==> config.mk <==
export PLATFORM = sky130hd
export DESIGN_NAME = psf_lane
export DESIGN_NICKNAME = d
export VERILOG_FILES = /design/src/sv/psf_lane.sv
export SDC_FILE = /design/constraint.sdc
export NUM_CORES = 2
export LEC_CHECK = 0
export BUFFER_PORTS_ARGS = -buffer_cell sky130_fd_sc_hd__buf_2
export CAP_MARGIN = 20
export CORE_UTILIZATION = 45
export CTS_CLUSTER_SIZE = 28
export DETAILED_ROUTE_END_ITERATION = 10
export PLACE_DENSITY = 0.63
export SYNTH_ARGS = -nofsm -noshare
export SYNTH_HDL_FRONTEND = slang
export SYNTH_SLANG_ARGS = --single-unit
==> constraint.sdc <==
create_clock -name clock -period 5.2 [get_ports clock]
set_input_delay 0.78 -clock clock [delete_from_list [all_inputs] [get_ports clock]]
set_output_delay 0.78 -clock clock [all_outputs]
set_load 0.05 [all_outputs]
==> src/sv/psf_lane.sv <==
module psf_lane #(
   parameter int MAX_POP  = 64,
   parameter int OBJ_BITS = 32
) (
   input  logic                       clock,
   input  logic                       wr_en,
   input  logic [$clog2(MAX_POP)-1:0] wr_addr,
   input  logic [OBJ_BITS-1:0]        wr_data,
   input  logic [$clog2(MAX_POP)-1:0] rd_addr_a,
   input  logic [$clog2(MAX_POP)-1:0] rd_addr_b,
   output logic                       gt_ff,
   output logic                       ne_ff
);

   logic [OBJ_BITS-1:0] mem [MAX_POP];
   logic [OBJ_BITS-1:0] a_ff;
   logic [OBJ_BITS-1:0] b_ff;

   always_ff @(posedge clock) begin
      if (wr_en) begin
         mem[wr_addr] <= wr_data;
      end
      a_ff <= mem[rd_addr_a];
      b_ff <= mem[rd_addr_b];
   end

   // a is the candidate dominator, b the candidate dominated
   always_ff @(posedge clock) begin
      gt_ff <= a_ff > b_ff;
      ne_ff <= a_ff != b_ff;
   end

endmodule

-- Word-level counts from Yosys, hierarchy flattened
Memories as Yosys holds them, arrays and structs flattened. A register that Yosys moved wholly into a read port is not among the register bits.
Cells that the tools add are included.
- order comparisons: 1
- eq/ne operators: 1
- multiplexer cells: 2
- operators with widths (operator ; number):
    32-bit greater-than comparator ; 1
    32-bit != test ; 1
    1-bit 2-to-1 mux ; 2
- memories kept: 1
- memory bits (writable): 2048
- output and inout bits: 2
- register bits: 2
- word-level logic and storage cells: 7
- input port bits: 52
- memory list (memory ; depth ; width ; read ports ; clocked after Yosys merged registers in ; write ports ; line ; source):
    mem ; 64 ; 32 ; 2 ; 2 ; 1 ; 15 ; logic [OBJ_BITS-1:0] mem [MAX_POP];

-- Depth between registers and ports, before layout
- depth after elaboration: 2
- depth in mapped cells: 10

-- Worst setup path before layout
Ideal clock, no wire load.
- kind: in2reg
- start point: input port wr_addr[3]
- end point: memory mem[48][0], enable pin
- stages: 4
- arrival time: 3.505 ns
- path buffers: 1
- library setup time: 0.461 ns
- slack: 1.234 ns
- cell sequence: clkbuf_1 nor2b_1 nand4b_1 nor3_1
- RTL lines (item ; line ; source):
    start: declaration ; 7 ; input logic [$clog2(MAX_POP)-1:0] wr_addr,
    end: declaration ; 15 ;
No word-level cell before the write port.

==> metrics <==
status=complete, but fails checks; failing checks=slew limit; global placer's final weighted congestion=about 0.96; Syn Area/Cell=20.1 sq um; drt wl/cell=40.3 um; die area=between 0.2 and 0.25 sq mm; Tmin final=roughly 3.9 ns; Post-synth ARST share=0%; # hold bufs at CTS=0; Post-synth EDFFs=around 2k; clk_lat worst skew=just under 0.9 ns; vias in the first global route=approximately 55k; io pins=between 50 and 60; Finished Cell Area=0.109 sq mm; setup violators final=0; largest net degree at the start of global routing=97; worst-path fanout max=42; All-Layer GR Usage=between 20 and 30%; final hold vios=0; Initial Util=a little under half; final WL=approximately 320 mm; Post-Layout Cell Count=around 8.0k; CP Capture Type=flop; Worst Setup Path Type=in -> reg; nets@finish=5048; largest family of logic cells by synthesized area=multiplexers; drt drc=0; initial antenna violation count=27; relative slew slack=-5.41%; number of detailed-route iterations in the first pass=8; post-cts gate resize count=0; R2R Path End=gt_ff$_DFF_P_; RSZ-0062 raised after global routing=false; utilization after layout=51.3%; startpoint types=primary input; Post-DP Area=0.101 sq mm; commonest non-fill, non-tap cells in the layout=2048 x edfxtp_1, 1010 x mux4_2, 243 x buf_4; Mapped Nets=4845; commonest non-fill, non-tap cell in the layout=edfxtp_1; sequential share of the synthesized area=roughly two thirds; Slew @ Worst Pin=between 1.5 and 2 ns; htree depth=4; Synth Area in XOR/XNOR=0%; worst hold path type=in -> reg; complex-gate fraction of the synthesized area=~4.5%; Max Slew Vio Count=1; Core ar.=between 0.2 and 0.25 sq mm; total clock sinks=around 2.1k; pwr dens=around 350 mW/mm^2; pre-CTS setup slack=between 0.6 and 0.7 ns; DR iter-0 viols=8989; Setup WS post-layout=between 1 and 1.5 ns; Hold Crit Start=wr_data[6]; Final Power=approximately 38 mW; post-synthesis adder-cell area fraction=less than 1%; layout cells sized above 1=between 30% and 40%; hpwl dp=between 200 and 250 mm; Rows=169; area delta synth->final=13.3%; Cell Area, Synth=roughly 0.096 sq mm; FF-to-FF Start=b_ff[23]$_DFF_P_; DR vias/cell=7.00; Synth Instances=about 4.8k; Clock Path Buffers=3; CTS tree=built; Die X=~460 um; Fin Hold WS=0.287 ns; Period Utilization, post-route=75.2%; Clk pin slew, worst setup/hold paths=0.06 ns; Critical Path AT=4.59 ns; Fmax achieved=approximately 0.26 GHz; Unique masters post-synth=47; Max Clock Skew=0.0502 ns; vias=55.9k; #FFs+latches synth=approximately 2.1k; multiplexer area fraction after synthesis=roughly a quarter; DP Cell Count=~7.6k; static leakage power=about 34 nW; total CTS buffers=about 220; Post-DRT Antenna Nets=0; # port buffers=53; WHS Endpoint=mem[49][6]$_DFFE_PP_; post-synthesis simple-gate area fraction=1.89%; grt total ovfl=0; root buffer cell=clkbuf_16; flop2flop setup slack=2.37 ns; setup total negative slack=0 ns; Critical Path RT=slightly below 6 ns; max-cap violations=0; worst-case vdd ir drop=approximately 0.00027 V; reg2reg path depth=6; die height=between 400 and 500 um; Main synth FF type=edfxtp_1; FILL cells=around 17k; WHS Path Cells=1; first-pass GRT wire length=~450 mm; Synth Warn #=0; Post-CTS Setup Inserts=0
[registers in the layout, indices dropped and copies added, names as in the netlist]
signal	cells
a_ff	32
b_ff	32
gt_ff	1
mem	2048
ne_ff	1
[routing by layer]
layer  GRT usage (%)  wire length [um]  vias up
met5               0               130        -
met2            44.6            146000     4014
met4            13.8             16800       20
li1                -                 -    21221
met3            7.69             39600      712
met1            41.4            119000    29940
[power breakdown]
group          total [mW]  leakage [nW]  switching, mW  internal, mW
Sequential           19.0          19.0          0.117          18.9
Combinational        3.49          11.7           2.23          1.26
Clock                16.0          3.57           6.90          9.10
Total                38.5          34.2           9.25          29.2
[worst max path at each step]
stage | start | to | slack, ns | cells past startpoint
final | rd_addr_b[0] | b_ff[8]$_DFF_P_ | 1.29 | 7
after global routing | rd_addr_b[0] | b_ff[8]$_DFF_P_ | 1.33 | 7
after CTS | rd_addr_b[0] | b_ff[8]$_DFF_P_ | 1.52 | 7
after detailed placement | rd_addr_b[0] | b_ff[8]$_DFF_P_ | 0.61 | 7
after global placement | rd_addr_b[0] | b_ff[8]$_DFF_P_ | 0.61 | 7
after floorplan | wr_addr[3] | mem[48][0]$_DFFE_PP_ | 1.23 | 4
[area by class of cell]
type	count	area, sq um	area share [%]
flip-flops and latches	2114	62800	57.8
multi-input cells	2247	31600	29.1
clock buffers	288	5970	5.50
well taps	2821	3530	3.25
repair buffers	348	3210	2.96
clock inverters	123	1340	1.23
inverters	34	128	0.117
diodes	13	32.5	0.0299
[cell usage after synthesis (31+ instances only)]
cell type,n,area [sq um]
mux2i_1,150,1500
nand2_1,85,319
a21oi_1,154,771
a22o_1,74,648
dfxtp_1,66,1320
nor2_1,189,709
edfxtp_1,2048,61500
mux4_2,1010,22700
inv_1,33,124
nor3_1,33,165
buf_4,73,548
ha_1,32,400
a211oi_1,31,233
o21ai_0,66,330
buf_2,114,571
a22oi_1,36,270
o221ai_1,58,508
o22ai_1,78,488
a221oi_1,96,841
clkbuf_1,152,571
[logic make-up after synthesis]
logic type	count (synthesis)
flops	2114
mux	1183
compound gates	624
simple gates	408
buf+inv	400
fa+ha+maj	32
[critical path, cell delays in order]
cell	delay, ns
buf_8	0.49
buf_12	0.39
buf_4	0.43
mux4_2	0.62
a22o_1	0.26
a221oi_1	1.19
a221oi_1	0.25
Power figures use the tool's default switching activity.
