--- src/sv/psf_pkg.sv ---
package psf_pkg;

   localparam int FIELD_COUNT = 8;
   localparam int OBJ_IN_W    = 32;
   localparam int CFG_W       = 4;
   localparam int IDX_OUT_W   = 6;
   localparam int STR_W       = 6;
   localparam int FIT_W       = 12;

   localparam logic [CFG_W-1:0] DIMS_RESET = 4'd2;
   localparam logic [STR_W-1:0] STR_MAX    = 6'd63;
   localparam logic [FIT_W-1:0] FIT_MAX    = 12'd4095;

   // result buffer between the merge stage and the response channel
   localparam int FIFO_DEPTH = 4;
   localparam int FIFO_PTR_W = 2;
   localparam int FIFO_CNT_W = 3;

   // flags that travel with one compared pair down the pipe
   typedef struct packed {
      logic valid;
      logic pass2;
      logic first;
      logic last;
      logic last_row;
      logic self_pair;
   } tag_type;

   typedef struct packed {
      logic [IDX_OUT_W-1:0] individual_index;
      logic [STR_W-1:0]     strength;
      logic [FIT_W-1:0]     raw_fitness;
      logic                 nondominated;
      logic                 overflowed;
      logic                 last_result;
   } rsp_type;

endpackage

--- src/sv/psf_fifo.sv ---
module psf_fifo (
   input  logic                          clock,
   input  logic                          reset,
   input  logic                          push,
   input  psf_pkg::rsp_type              push_word,
   input  logic                          pop,
   output logic                          out_valid,
   output psf_pkg::rsp_type              out_word,
   output logic [psf_pkg::FIFO_CNT_W-1:0] count
);

   psf_pkg::rsp_type                 slot_ff [psf_pkg::FIFO_DEPTH];
   logic [psf_pkg::FIFO_PTR_W-1:0]   wr_ptr_ff, rd_ptr_ff;
   logic [psf_pkg::FIFO_CNT_W-1:0]   cnt_ff;
   logic                             do_pop;

   assign out_valid = cnt_ff != '0;
   assign out_word  = slot_ff[rd_ptr_ff];
   assign count     = cnt_ff;
   assign do_pop    = pop && out_valid;

   always_ff @(posedge clock) begin
      if (push) begin
         slot_ff[wr_ptr_ff] <= push_word;
      end
   end

   always_ff @(posedge clock) begin
      if (reset) begin
         wr_ptr_ff <= '0;
         rd_ptr_ff <= '0;
         cnt_ff    <= '0;
      end else begin
         if (push) begin
            wr_ptr_ff <= wr_ptr_ff + 1'b1;
         end
         if (do_pop) begin
            rd_ptr_ff <= rd_ptr_ff + 1'b1;
         end
         unique case ({push, do_pop})
            2'b10:   cnt_ff <= cnt_ff + 1'b1;
            2'b01:   cnt_ff <= cnt_ff - 1'b1;
            default: cnt_ff <= cnt_ff;
         endcase
      end
   end

endmodule

--- config.mk ---
export PLATFORM = sky130hd
export DESIGN_NAME = psf_fifo
export DESIGN_NICKNAME = d
export VERILOG_FILES = /design/src/sv/psf_pkg.sv /design/src/sv/psf_fifo.sv
export SDC_FILE = /design/constraint.sdc
export NUM_CORES = 1
export LEC_CHECK = 0
export BUFFER_PORTS_ARGS = -buffer_cell sky130_fd_sc_hd__buf_2
export CORE_MARGIN = 2
export CORE_UTILIZATION = 56
export CTS_CLUSTER_SIZE = 20
export DETAILED_ROUTE_END_ITERATION = 16
export GPL_ROUTABILITY_DRIVEN = 0
export PLACE_DENSITY = 0.74
export SLEW_MARGIN = 10
export SYNTH_ARGS = -nofsm -noshare
export SYNTH_HDL_FRONTEND = slang
export SYNTH_SLANG_ARGS = --single-unit
--- constraint.sdc ---
create_clock -name clock -period 2.6 [get_ports clock]
set_clock_uncertainty 0.05 [all_clocks]
set_input_delay 0.39 -clock clock [delete_from_list [all_inputs] [get_ports clock]]
set_output_delay 0.39 -clock clock [all_outputs]
set_load 0.05 [all_outputs]
== Yosys cells after proc, flatten, opt, wreduce, memory -nomap -nowiden ==
Memories as Yosys holds them, arrays and structs flattened. A register that Yosys moved wholly into a read port is not among the register bits.
Index checks and enable logic that the tools add are counted.
Word-level totals
  register bits: 7
  bits in writable memories: 108
  input bits: 31
  output and inout port bits: 31
  word-level logic and storage cells: 18
  memories kept: 1
Memory list
  slot_ff: depth 4, width 27, rd ports 1, clocked after memory_dff 1, wr ports 1, line psf_fifo.sv:12  | psf_pkg::rsp_type slot_ff [psf_pkg::FIFO_DEPTH];
Operators by class
  add/sub/neg operators: 4
  equality and inequality tests: 2
  mux-type cells: 5
  reduce and logical (&&, ||, !) cells: 3
Operators with widths (number)
  $pmux 3 s2: 1
  $add 2x1->2 const B: 2
  $mux 2: 2
  $add 3x1->3 const B: 1
  $reduce_bool 3->1: 1
  $sub 3x1->3 const B: 1
  $eq 2x1->1 const B: 1
  $eq 2x2->1 const B: 1
  $mux 1: 2
  $reduce_bool 2->1: 1
  $logic_and 1x1->1: 1

== Longest topological paths before layout ==
  depth in word-level cells: 4
  gate-level depth with buffers: 7
  depth with buffers taken out: 7

== Worst setup path after synthesis ==
OpenSTA, ideal clock, no wires.
  path kind: reg-to-reg
  start point: reg cnt_ff, in the netlist count[0]
  end point: reg cnt_ff, in the netlist count[2]
  library setup time: 0.070 ns
  arrival: 2.078 ns
  data required time: 2.480 ns
  path slack: 0.402 ns
  stages on the path, launching flop included: 8
  clock period less this slack: 2.198 ns
  path through: dfxtp_1 o31a_1 ha_1 inv_1 fa_1 xor2_1 or3_1 a21oi_1
On the way
  cells in the longest elaborated chain, start to end: 4
  elaborated cells between the ends (all ways): 8
Ends and longest elaborated chain
  start: declaration: line psf_fifo.sv:14  | logic [psf_pkg::FIFO_CNT_W-1:0] cnt_ff;
  start signal: assignment: line psf_fifo.sv:41  | 2'b10: cnt_ff <= cnt_ff + 1'b1;
  start signal: assignment: line psf_fifo.sv:42  | 2'b01: cnt_ff <= cnt_ff - 1'b1;
  start signal: assignment: line psf_fifo.sv:43  | default: cnt_ff <= cnt_ff;
  $reduce_bool 3->1 *: line psf_fifo.sv:17  | assign out_valid = cnt_ff != '0;
  $logic_and 1x1->1 *: line psf_fifo.sv:20  | assign do_pop = pop && out_valid;
  net do_pop: line psf_fifo.sv:15  | logic do_pop;
  $eq 2x1->1 or $eq 2x2->1 (tied branches): line psf_fifo.sv:40  | unique case ({push, do_pop})
  $pmux 3 s2 or $reduce_bool 2->1 (tied branches)
The timed path passes the listed nets; every way through them passes the cells marked *.
A chain may end at the register's enable or synchronous reset.

==> results.cfg <==
[run_status]
status = complete, no violations

[synthesis]
synth-seq-cells = 117
synth_nets = 225
postSynthCellCount = 188
yosysWarnings = 0
yosysUniqueCellTypes = 21
yosysTopAreaCell = edfxtp_1
synth_top_cell_area_share_pct = 73.93
syn_area_um2 = 4387
synth_ff_type = edfxtp_1
synth_seq_area_share_pct = 78.04
avgSynthCellArea_um2 = 23.33
synthArstFlopShare_pct = 0
ys_top_cells_by_area = edfxtp_1 (74%), mux4_2 (10%), mux4_1 (4.2%)
yosysMostFrequentCell = edfxtp_1
synth-edff-count = 108
synth_common_cells = edfxtp_1 (108), mux4_2 (20), dfxtp_1 (9)

[clocking]
htreeDepth = 4
cts_tree = built
hold_buffers = 0
postCtsSetupRepairBufs = 0
clk_pin_slew_ns = 0.05
ctsResizeCount = 0
clock-sinks = 117
numCtsBuffers = 17
clockRootBuffer = clkbuf_8
clk_latency_ns = 0.50
cts_buffer_depth = 2

[global_routing]
grt_pass1_wl_um = 11700
grt_max_degree = 28
first_global_vias = 2195
antenna_found_initial = 0
grt_overflow = 0
track_usage_pct = 19.54

[timing]
holdWs_ns = 0.04745
min_period_ns = 2.345
rsz0062_at_grt = no
layout_setup_ws_ns = 0.2553
worstMarginPinSlew_ns = 0.4560
fin_crit_sh_pct = 90.18
hold_viol_final = 0
fmax_mhz = 426.5
slew_headroom_pct = 69.21
slew_violations = 0
setup_tns_ns = 0
setup_viol = 0

[worst_setup_path]
crit_fanout = 27
crit_chain = buf_12 -> mux4_1 -> buf_2
cp.required_ns = 2.16
cp_slowest_stage_delay_ns = 0.59
cp_slowest_cell = mux4_1
cp.arrival_ns = 1.90
critPathCaptureType = primary output
path_buf_inv = 2
start_kind = register
crit_family = multiplexers
critPathKind = register to primary output

[job]
drv_cap = 0

[place]
pre_cts_ws_ns = 0.5677
dp.final_hpwl_um = 4335
numPortBuffers = 61

[pwr]
p_leak_nw = 1.923
peakVddDrop_mv = 0.8145
power_density_nw_per_um2 = 1112

[die]
die_h_um = 92.51
rows = 32
core_um2 = 7647
initial_utilization_pct = 57.36
die_area_um2 = 8557
ioPinCount = 62
die_w_um = 92.51

[min_path]
worst_hold_path_type = input port to register

[finish]
area_growth_pct = 23.90
diodes = 0
final_util_pct = 71.07
n_fill_cell = 450
num-nets-final = 304
drive_gt1_share_pct = 42.50

[detailed_routing]
ant_nets = 0
drt_iter0_drc = 164
vias = 2090
wl_um = 7469
drtPass1Iterations = 4
wl_per_cell_um = 19.55
drc_errors = 0
avgViaCountPerCell = 5.471
-- placed cells by master (no fill, tap or decap), types with 2 or more instances in the layout --
cell type     n
edfxtp_1    108
mux4_2       20
clkbuf_16    16
xor2_1        3
clkinv_2      4
buf_2        61
mux4_1        7
inv_1         6
bufinv_16     5
dfxtp_1       8
clkinvlp_4    4
nor2_1        8
and2_1        4
or3_1         2
xnor2_1       2
a21oi_1       2
ha_1          5
buf_4         5
-- cells by family after synthesis --
kind of cell,after synthesis,synth area share (%)
AOI/OAI and AO/OA,5,0.7416
xor gates and xnor gates,5,0.9985
adders and majority gates,6,1.883
and+or+nand+nor,14,1.540
buffers and inverters,13,2.110
DFF,117,78.04
muxes,28,14.69
-- metrics by stage --
stage	power (mW)	cells	cell area, um2
6_report	6.042	382	5435
5_1_grt	6.249	382	5435
4_1_cts	6.101	382	5435
3_5_place_dp	3.676	350	4808
3_3_place_gp	3.652	350	4808
2_1_floorplan	3.410	188	4387
-- sequential cells by signal, indices dropped and copies added (netlist names), named ones only --
name / flops
count: 3
rd_ptr_ff: 2
slot_ff: 108
wr_ptr_ff: 2
-- worst reg2reg max path, cell delays in order (launching register included) --
cell and delay [ns]:
dfxtp_1 0.43, o31a_1 0.22, ha_1 0.19, inv_1 0.06, fa_1 0.37, xor2_1 0.16
or3_1 0.31, a21oi_1 0.15
-- per-layer routing --
| metal | up-vias | global-route usage, % | wire, um |
|---|---|---|---|
| li1 | 938 | - | - |
| met1 | 1077 | 24.27 | 3164 |
| met2 | 67 | 31.39 | 3871 |
| met3 | 8 | 7.323 | 363 |
| met4 | 0 | 7.836 | 69 |
| met5 | - | 0 | 0 |
-- path summary, 6_finish.rpt --
path,from,depth (start not counted),end,slack [ns]
setup reg to reg,count[0],7,count[2],0.59
setup / recovery,register,3,out_word[22],0.26
hold / removal,push_word[25],1,slot_ff[3][25],0.05
hold reg to reg,count[2],2,count[2],0.51
-- where the power goes --
group	total [mW]	internal, mW	leakage [nW]	switching (mW)
clock	2.42	1.64	0.297	0.773
sequential	2.24	2.18	1.07	0.0613
combinational	1.38	0.442	0.560	0.940
total	6.04	4.27	1.92	1.77
-- area by class of cell --
cell class	count	area, um2	area share (%)
clock inverter	14	209.0	3.844
sequential	117	3425	63.01
timing repair buffer	67	362.8	6.676
inverter	6	22.52	0.4144
multi-input combinational	58	870.8	16.02
tap	102	127.6	2.348
clock buffer	18	417.9	7.689
(Power assumes the default switching activity.)
