`src/sv/psf_pkg.sv`:
```
package psf_pkg;

   localparam int FIELD_COUNT = 8;
   localparam int OBJ_IN_W    = 32;
   localparam int CFG_W       = 4;
   localparam int IDX_OUT_W   = 6;
   localparam int STR_W       = 6;
   localparam int FIT_W       = 12;

   localparam logic [CFG_W-1:0] DIMS_RESET = 4'd2;
   localparam logic [STR_W-1:0] STR_MAX    = 6'd63;
   localparam logic [FIT_W-1:0] FIT_MAX    = 12'd4095;

   // result buffer between the merge stage and the response channel
   localparam int FIFO_DEPTH = 4;
   localparam int FIFO_PTR_W = 2;
   localparam int FIFO_CNT_W = 3;

   // flags that travel with one compared pair down the pipe
   typedef struct packed {
      logic valid;
      logic pass2;
      logic first;
      logic last;
      logic last_row;
      logic self_pair;
   } tag_type;

   typedef struct packed {
      logic [IDX_OUT_W-1:0] individual_index;
      logic [STR_W-1:0]     strength;
      logic [FIT_W-1:0]     raw_fitness;
      logic                 nondominated;
      logic                 overflowed;
      logic                 last_result;
   } rsp_type;

endpackage

```
`src/sv/psf_merge.sv`:
```
module psf_merge #(
   parameter int MAX_POP = 64,
   parameter int MAX_DIM = 8
) (
   input  logic                       clock,
   input  logic                       reset,
   input  psf_pkg::tag_type           tag0,
   input  logic [$clog2(MAX_POP)-1:0] row0,
   input  logic [$clog2(MAX_POP)-1:0] col0,
   input  logic [MAX_DIM-1:0]         gt,
   input  logic [MAX_DIM-1:0]         ne,
   input  logic [MAX_DIM-1:0]         mask,
   input  logic                       ovf,
   output logic                       res_valid,
   output psf_pkg::rsp_type           res
);

   localparam int IDX_W = $clog2(MAX_POP);

   logic [psf_pkg::STR_W-1:0] str_mem [MAX_POP];
   logic [psf_pkg::STR_W-1:0] str_rd_ff;
   logic [psf_pkg::STR_W-1:0] str_d2_ff;

   psf_pkg::tag_type tag1_ff, tag2_ff;
   logic [IDX_W-1:0] row1_ff, row2_ff;

   logic [psf_pkg::STR_W-1:0] cnt_ff, cnt_in, cnt_base;
   logic [psf_pkg::FIT_W-1:0] sum_ff, sum_in, sum_base;
   logic [psf_pkg::FIT_W:0]   sum_wide;
   logic [psf_pkg::STR_W-1:0] own_ff, own_in;
   logic                      beats;
   logic                      str_we;

   always_ff @(posedge clock) begin
      if (reset) begin
         tag1_ff <= '0;
         tag2_ff <= '0;
      end else begin
         tag1_ff <= tag0;
         tag2_ff <= tag1_ff;
      end
   end

   always_ff @(posedge clock) begin
      row1_ff   <= row0;
      row2_ff   <= row1_ff;
      str_rd_ff <= str_mem[col0];
      str_d2_ff <= str_rd_ff;
      if (str_we) begin
         str_mem[row2_ff] <= cnt_in;
      end
   end

   always_comb begin
      beats    = ~|(gt & mask) & |(ne & mask);
      cnt_base = tag2_ff.first ? '0 : cnt_ff;
      cnt_in   = (beats && cnt_base != psf_pkg::STR_MAX) ? cnt_base + 1'b1 : cnt_base;
      sum_base = tag2_ff.first ? '0 : sum_ff;
      sum_wide = {1'b0, sum_base}
               + (beats ? {{(psf_pkg::FIT_W + 1 - psf_pkg::STR_W){1'b0}}, str_d2_ff}
                        : '0);
      // saturate on carry out
      sum_in   = sum_wide[psf_pkg::FIT_W] ? psf_pkg::FIT_MAX
                                          : sum_wide[psf_pkg::FIT_W-1:0];
      own_in   = tag2_ff.self_pair ? str_d2_ff : own_ff;
      str_we   = tag2_ff.valid && !tag2_ff.pass2 && tag2_ff.last;
   end

   always_ff @(posedge clock) begin
      if (tag2_ff.valid) begin
         if (tag2_ff.pass2) begin
            sum_ff <= sum_in;
            own_ff <= own_in;
         end else begin
            cnt_ff <= cnt_in;
         end
      end
   end

   always_comb begin
      res_valid            = tag2_ff.valid && tag2_ff.pass2 && tag2_ff.last;
      res.individual_index = psf_pkg::IDX_OUT_W'(row2_ff);
      res.strength         = own_in;
      res.raw_fitness      = sum_in;
      res.nondominated     = sum_in == '0;
      res.overflowed       = ovf;
      res.last_result      = tag2_ff.last_row;
   end

endmodule

```
`config.mk`:
```
export PLATFORM = sky130hd
export DESIGN_NAME = psf_merge
export DESIGN_NICKNAME = d
export VERILOG_FILES = /design/src/sv/psf_pkg.sv /design/src/sv/psf_merge.sv
export SDC_FILE = /design/constraint.sdc
export NUM_CORES = 1
export LEC_CHECK = 0
export ABC_AREA = 1
export BUFFER_PORTS_ARGS = -buffer_cell sky130_fd_sc_hd__buf_4
export CORE_UTILIZATION = 56
export CTS_CLUSTER_DIAMETER = 30
export CTS_CLUSTER_SIZE = 25
export DETAILED_ROUTE_END_ITERATION = 16
export PLACE_DENSITY = 0.76
export SLEW_MARGIN = 25
export SYNTH_ARGS = -nofsm -noshare
export SYNTH_HDL_FRONTEND = slang
export SYNTH_SLANG_ARGS = --single-unit
```
`constraint.sdc`:
```
create_clock -name clock -period 3.7 [get_ports clock]
set_clock_uncertainty 0.2 [all_clocks]
set_input_delay 0.185 -clock clock [delete_from_list [all_inputs] [get_ports clock]]
set_output_delay 0.185 -clock clock [all_outputs]
set_load 0.02 [all_outputs]
```
### Yosys cells after proc, flatten, opt, wreduce, memory -nomap -nowiden

Memories as Yosys holds them, arrays and structs flattened. A register that Yosys moved wholly into a read port is not among the register bits.
Cells that the tools add are included.

| cells by class | value |
|---|---|
| add/subtract/negate cells | 2 |
| equality and inequality tests | 1 |
| mux-type cells | 8 |
| bitwise operators | 4 |
| reduce and logical (&&, ||, !) cells | 12 |

Operators with widths:

| kind | number |
|---|---|
| $mux 12 | 2 |
| $mux 6 | 4 |
| $and 8x8->8 | 2 |
| $reduce_or 8->1 | 2 |
| $add 12x6->13 | 1 |
| $logic_not 12->1 | 1 |
| $add 6x1->6 const B | 1 |
| $ne 6x6->1 const B | 1 |
| $logic_and 1x1->1 | 5 |
| $reduce_and 2->1 | 2 |
| $logic_not 1->1 | 2 |
| $mux 1 | 2 |
| $and 1x1->1 | 1 |
| $not 1->1 | 1 |

| storage, ports and cells | value |
|---|---|
| flip-flop bits (word level) | 54 |
| memory bits (writable) | 384 |
| bits of input ports | 45 |
| output and inout port bits | 28 |
| memories kept | 1 |

Memories:

| name | words | width | read ports | clocked after memory_dff | write ports | RTL line | text |
|---|---|---|---|---|---|---|---|
| str_mem | 64 | 6 | 1 | 1 | 1 | psf_merge.sv:20 | `logic [psf_pkg::STR_W-1:0] str_mem [MAX_POP];` |

### Depth between registers and ports, before layout

| logic depth | value |
|---|---|
| depth after elaboration | 8 |
| depth in mapped cells | 18 |

### Worst setup path after synthesis

No wires, ideal clock.

| path | value |
|---|---|
| kind | register to register |
| start point | register tag2_ff[3] in the netlist's numbering |
| end point | register cnt_ff[0] in the netlist's numbering (data pin) |
| data arrival time | 2,982 ps |
| required time | 2,960 ps |
| setup slack | -22 ps |
| cell stages (with the launch flop) | 9 |
| cells stage by stage | dfxtp_1 buf_6 nor2_1 ha_1 inv_1 nor3_2 nand3_1 nand3_2 xor2_1 |

| between the ends | value |
|---|---|
| cells in the longest elaborated chain, start to end | 4 |
| elaborated cells on any way between the ends | 5 |
| those cells by class | 1 x add/sub; 1 x eq/ne; 2 x mux; 1 x reduce/logical |

RTL lines:

| item | RTL line | text |
|---|---|---|
| start, declared | psf_merge.sv:24 | `psf_pkg::tag_type tag1_ff, tag2_ff;` |
| start signal, assigned | psf_merge.sv:40 | `tag2_ff <= tag1_ff;` |
| $mux 6 * | psf_merge.sv:56 | `cnt_base = tag2_ff.first ? '0 : cnt_ff;` |
| parallel branches: the longest is 2 deep, another holds $add 6x1->6 | n/a |  |
| $mux 6 * | psf_merge.sv:57 | `cnt_in = (beats && cnt_base != psf_pkg::STR_MAX) ? cnt_base + 1'b1 : cnt_base;` |
| net cnt_in, one bit | psf_merge.sv:27 | `logic [psf_pkg::STR_W-1:0] cnt_ff, cnt_in, cnt_base;` |
| end signal, assigned | psf_merge.sv:75 | `cnt_ff <= cnt_in;` |
| end, declared | psf_merge.sv:27 |  |

Mark *: on every way through the listed nets, which the timed path passes.
A chain may end at the register's enable or synchronous reset.

==> flow_summary.ini <==
[status]
status = finished clean

[cts]
clock_latency_ps = 600
clkSinkCount = 444
cts_root_buf = clkbuf_16
cts-buffers-inserted = 81
h-tree-depth = 3
holdBufCountCts = 25
cts_resized = 0
postCtsSetupBuffers = 0
cts_tree = done
clk_pin_slew_ps = 50
cts.path.max_buffers = 3

[floorplan]
start_util_pct = 57.0
die_w_um = 184
die_h_um = 184
num_rows = 66
core_mm2 = 0.0325
die_area_mm2 = 0.0339
io_pins = 73

[setup_path]
critPathCapture = res[2]
r2r_end = str_mem[5][4]$_DFFE_PP_
rr_startpoint = tag2_ff[3]$_SDFF_PP0_
reg2reg_slack_ps = 660
critPathKind = reg -> out
reg2regPathDepth = 9
crit_start = tag2_ff[3]$_SDFF_PP0_
start_kind = register
endpoint_kind = output port
arrival_ps = 3030
crit_fanout = 12
critPathRequiredTime_ps = 3310

[timing]
drv_slew = 0
layout_setup_ws_ps = 280
max_freq_ghz = 0.292
whs_ps = 47.5
setup_viol_count_final = 0
slew_headroom_pct = 33.4
tns_ps = 0
worstMarginPinSlew_ps = 996
hold_viol_final = 0
rsz0062_at_grt = false
post-route-period-util_pct = 92.4
post-route-min-period_ps = 3420

[job]
cap_violations = 0

[grt]
grt_pass1_vias = 13264
antenna_found_initial = 0
grt_usage_pct = 27.6
grt_start_max_net_pins = 117
gr-total-overflow = 0
grt_first_pass_wirelength_mm = 70.3

[yosys]
syn_area_mm2 = 0.0186
syn_nets = 1755
synth-simple-area-share_pct = 24.8
synth_compound_area_share_pct = 0.391
synth_fa_ha_area_share_pct = 0.580
synth_mux_area_share_pct = 0
ys.warnings.count = 0
synth_top_family_by_area = simple AND/OR/NAND/NOR gates
ys.flop_type = edfxtp_1
synth-async-reset-ratio_pct = 0
syn_avg_cell_area_um2 = 10.9
syn_inst = 1702
yosysUniqueCellTypes = 27
ys_seq_area_share_pct = 69.9
synthXorXnorAreaFrac_pct = 0.378
ys_ff_latch = 444
synth_edf_count = 408

[pwr]
p_leak_nw = 8.86
peakVddDrop_uv = 434
pwr_density_cell_mw_per_mm2 = 604

[drt]
drc_errors = 0
wire_per_inst_um = 19.6
first_pass_iters = 6
wl_mm = 45.8
antenna_left = 0
vias = 13450
drtIter0Drc = 1420
viasPerCell = 5.74

[placed_design]
place_hpwl_mm = 26.1
dp.cells = 2171
dp_worst_setup_slack_ps = 591
numPortBuffers = 70
place_congestion = 0.888

[cells_and_area]
drive_above_1_share_pct = 15.0
syn_to_final_growth_pct = 22.6
utilization_pct = 69.9
antenna_cells = 0
instances_no_fill = 2344
nets = 1890

[min_path]
hold_path.class = in -> reg
## cells in the mapped netlist (7+ instances only)
| master | count | share of area, % |
|---|---|---|
| edfxtp_1 | 408 | 66 |
| buf_1 | 9 | 0.18 |
| nor2_1 | 120 | 2.4 |
| nand4_1 | 15 | 0.51 |
| nand2_1 | 555 | 11 |
| inv_2 | 7 | 0.14 |
| inv_1 | 69 | 1.4 |
| clkbuf_1 | 18 | 0.36 |
| ha_1 | 7 | 0.47 |
| buf_2 | 53 | 1.4 |
| nand3_2 | 7 | 0.38 |
| dfxtp_1 | 36 | 3.9 |
| nand3_1 | 351 | 9.5 |
## where the power goes
group | internal, mW | switching [mW] | leakage (nW)
clock network | 4.85 | 2.55 | 1.34
registers | 5.56 | 0.0200 | 3.99
logic | 0.238 | 0.536 | 3.54
total | 10.7 | 3.10 | 8.86
## state kept, by name, summed over array words and instances, names as in the netlist
| name | cells |
|---|---|
| cnt_ff | 6 |
| own_ff | 6 |
| res | 1 |
| row1_ff | 6 |
| row2_ff | 6 |
| str_d2_ff | 6 |
| str_mem | 384 |
| str_rd_ff | 6 |
| sum_ff | 12 |
| tag1_ff | 6 |
| tag2_ff | 5 |
## how the worst min path moves through the flow
stage	start	endpoint	slack, ps	cells past startpoint
floorplan	row0[0]	row1_ff[0]$_DFF_P_	10	0
global placement	row0[3]	row1_ff[3]$_DFF_P_	90	1
detailed placement	row0[5]	row1_ff[5]$_DFF_P_	90	1
CTS	row0[5]	row1_ff[5]$_DFF_P_	20	2
global route	row0[4]	row1_ff[4]$_DFF_P_	40	2
finish	row0[2]	row1_ff[2]$_DFF_P_	50	2
## layout by cell type (no fill, tap or decap), types with 8 or more instances in the layout
master,instances
buf_4,106
bufinv_16,10
clkbuf_1,9
clkbuf_16,82
clkinv_2,8
dfxtp_1,36
dlygate4sd3_1,25
edfxtp_1,408
inv_1,69
inv_6,16
nand2_1,555
nand3_1,351
nand4_1,15
nor2_1,120
## layer usage
| metal | vias to the layer above | routed length, um | global-route usage (%) | part of all wire [%] |
|---|---|---|---|---|
| met2 | 755 | 22400 | 45.0 | 49 |
| met1 | 6429 | 17400 | 34.9 | 38 |
| met4 | 0 | 1690 | 14.1 | 3.7 |
| li1 | 6140 | - | - | - |
| met5 | - | 0 | 0 | 0 |
| met3 | 126 | 4350 | 6.08 | 9.5 |
## final cells by class
type | count | area (um^2)
flip-flops and latches | 444 | 13000
inverters | 76 | 288
repair buffers | 140 | 1240
clock inverters | 55 | 651
multi-input cells | 1094 | 4940
fillers | 2165 | 9780
clock buffers | 93 | 2110
well taps | 442 | 553
## metrics by stage
| stage | cell area, um^2 | total power [mW] |
|---|---|---|
| detailed placement | 19700 | 6.41 |
| CTS | 22800 | 13.8 |
| global placement | 19700 | 6.38 |
| finish | 22800 | 13.8 |
| floorplan | 18600 | 6.12 |
| global route | 22800 | 14.1 |
## logic make-up (layout without fill, tap and decap cells)
| logic type | after synthesis | after routing |
|---|---|---|
| compound gates | 13 | 13 |
| xor+xnor | 8 | 8 |
| fa+ha+maj | 8 | 8 |
| buf+inv | 164 | 364 |
| flops | 444 | 444 |
| simple gates | 1065 | 1065 |
## worst max-delay path, stage by stage (launching register included)
cell and delay (ps):
dfxtp_1 430, buf_4 210, nor2_1 60, ha_1 240, fa_1 500, nand2_2 130
nand3_4 110, nand3_4 170, nand2_1 120, nor2_1 100, nand3_1 100, nor2_2 120
buf_4 150
Power figures use the tool's default switching activity.
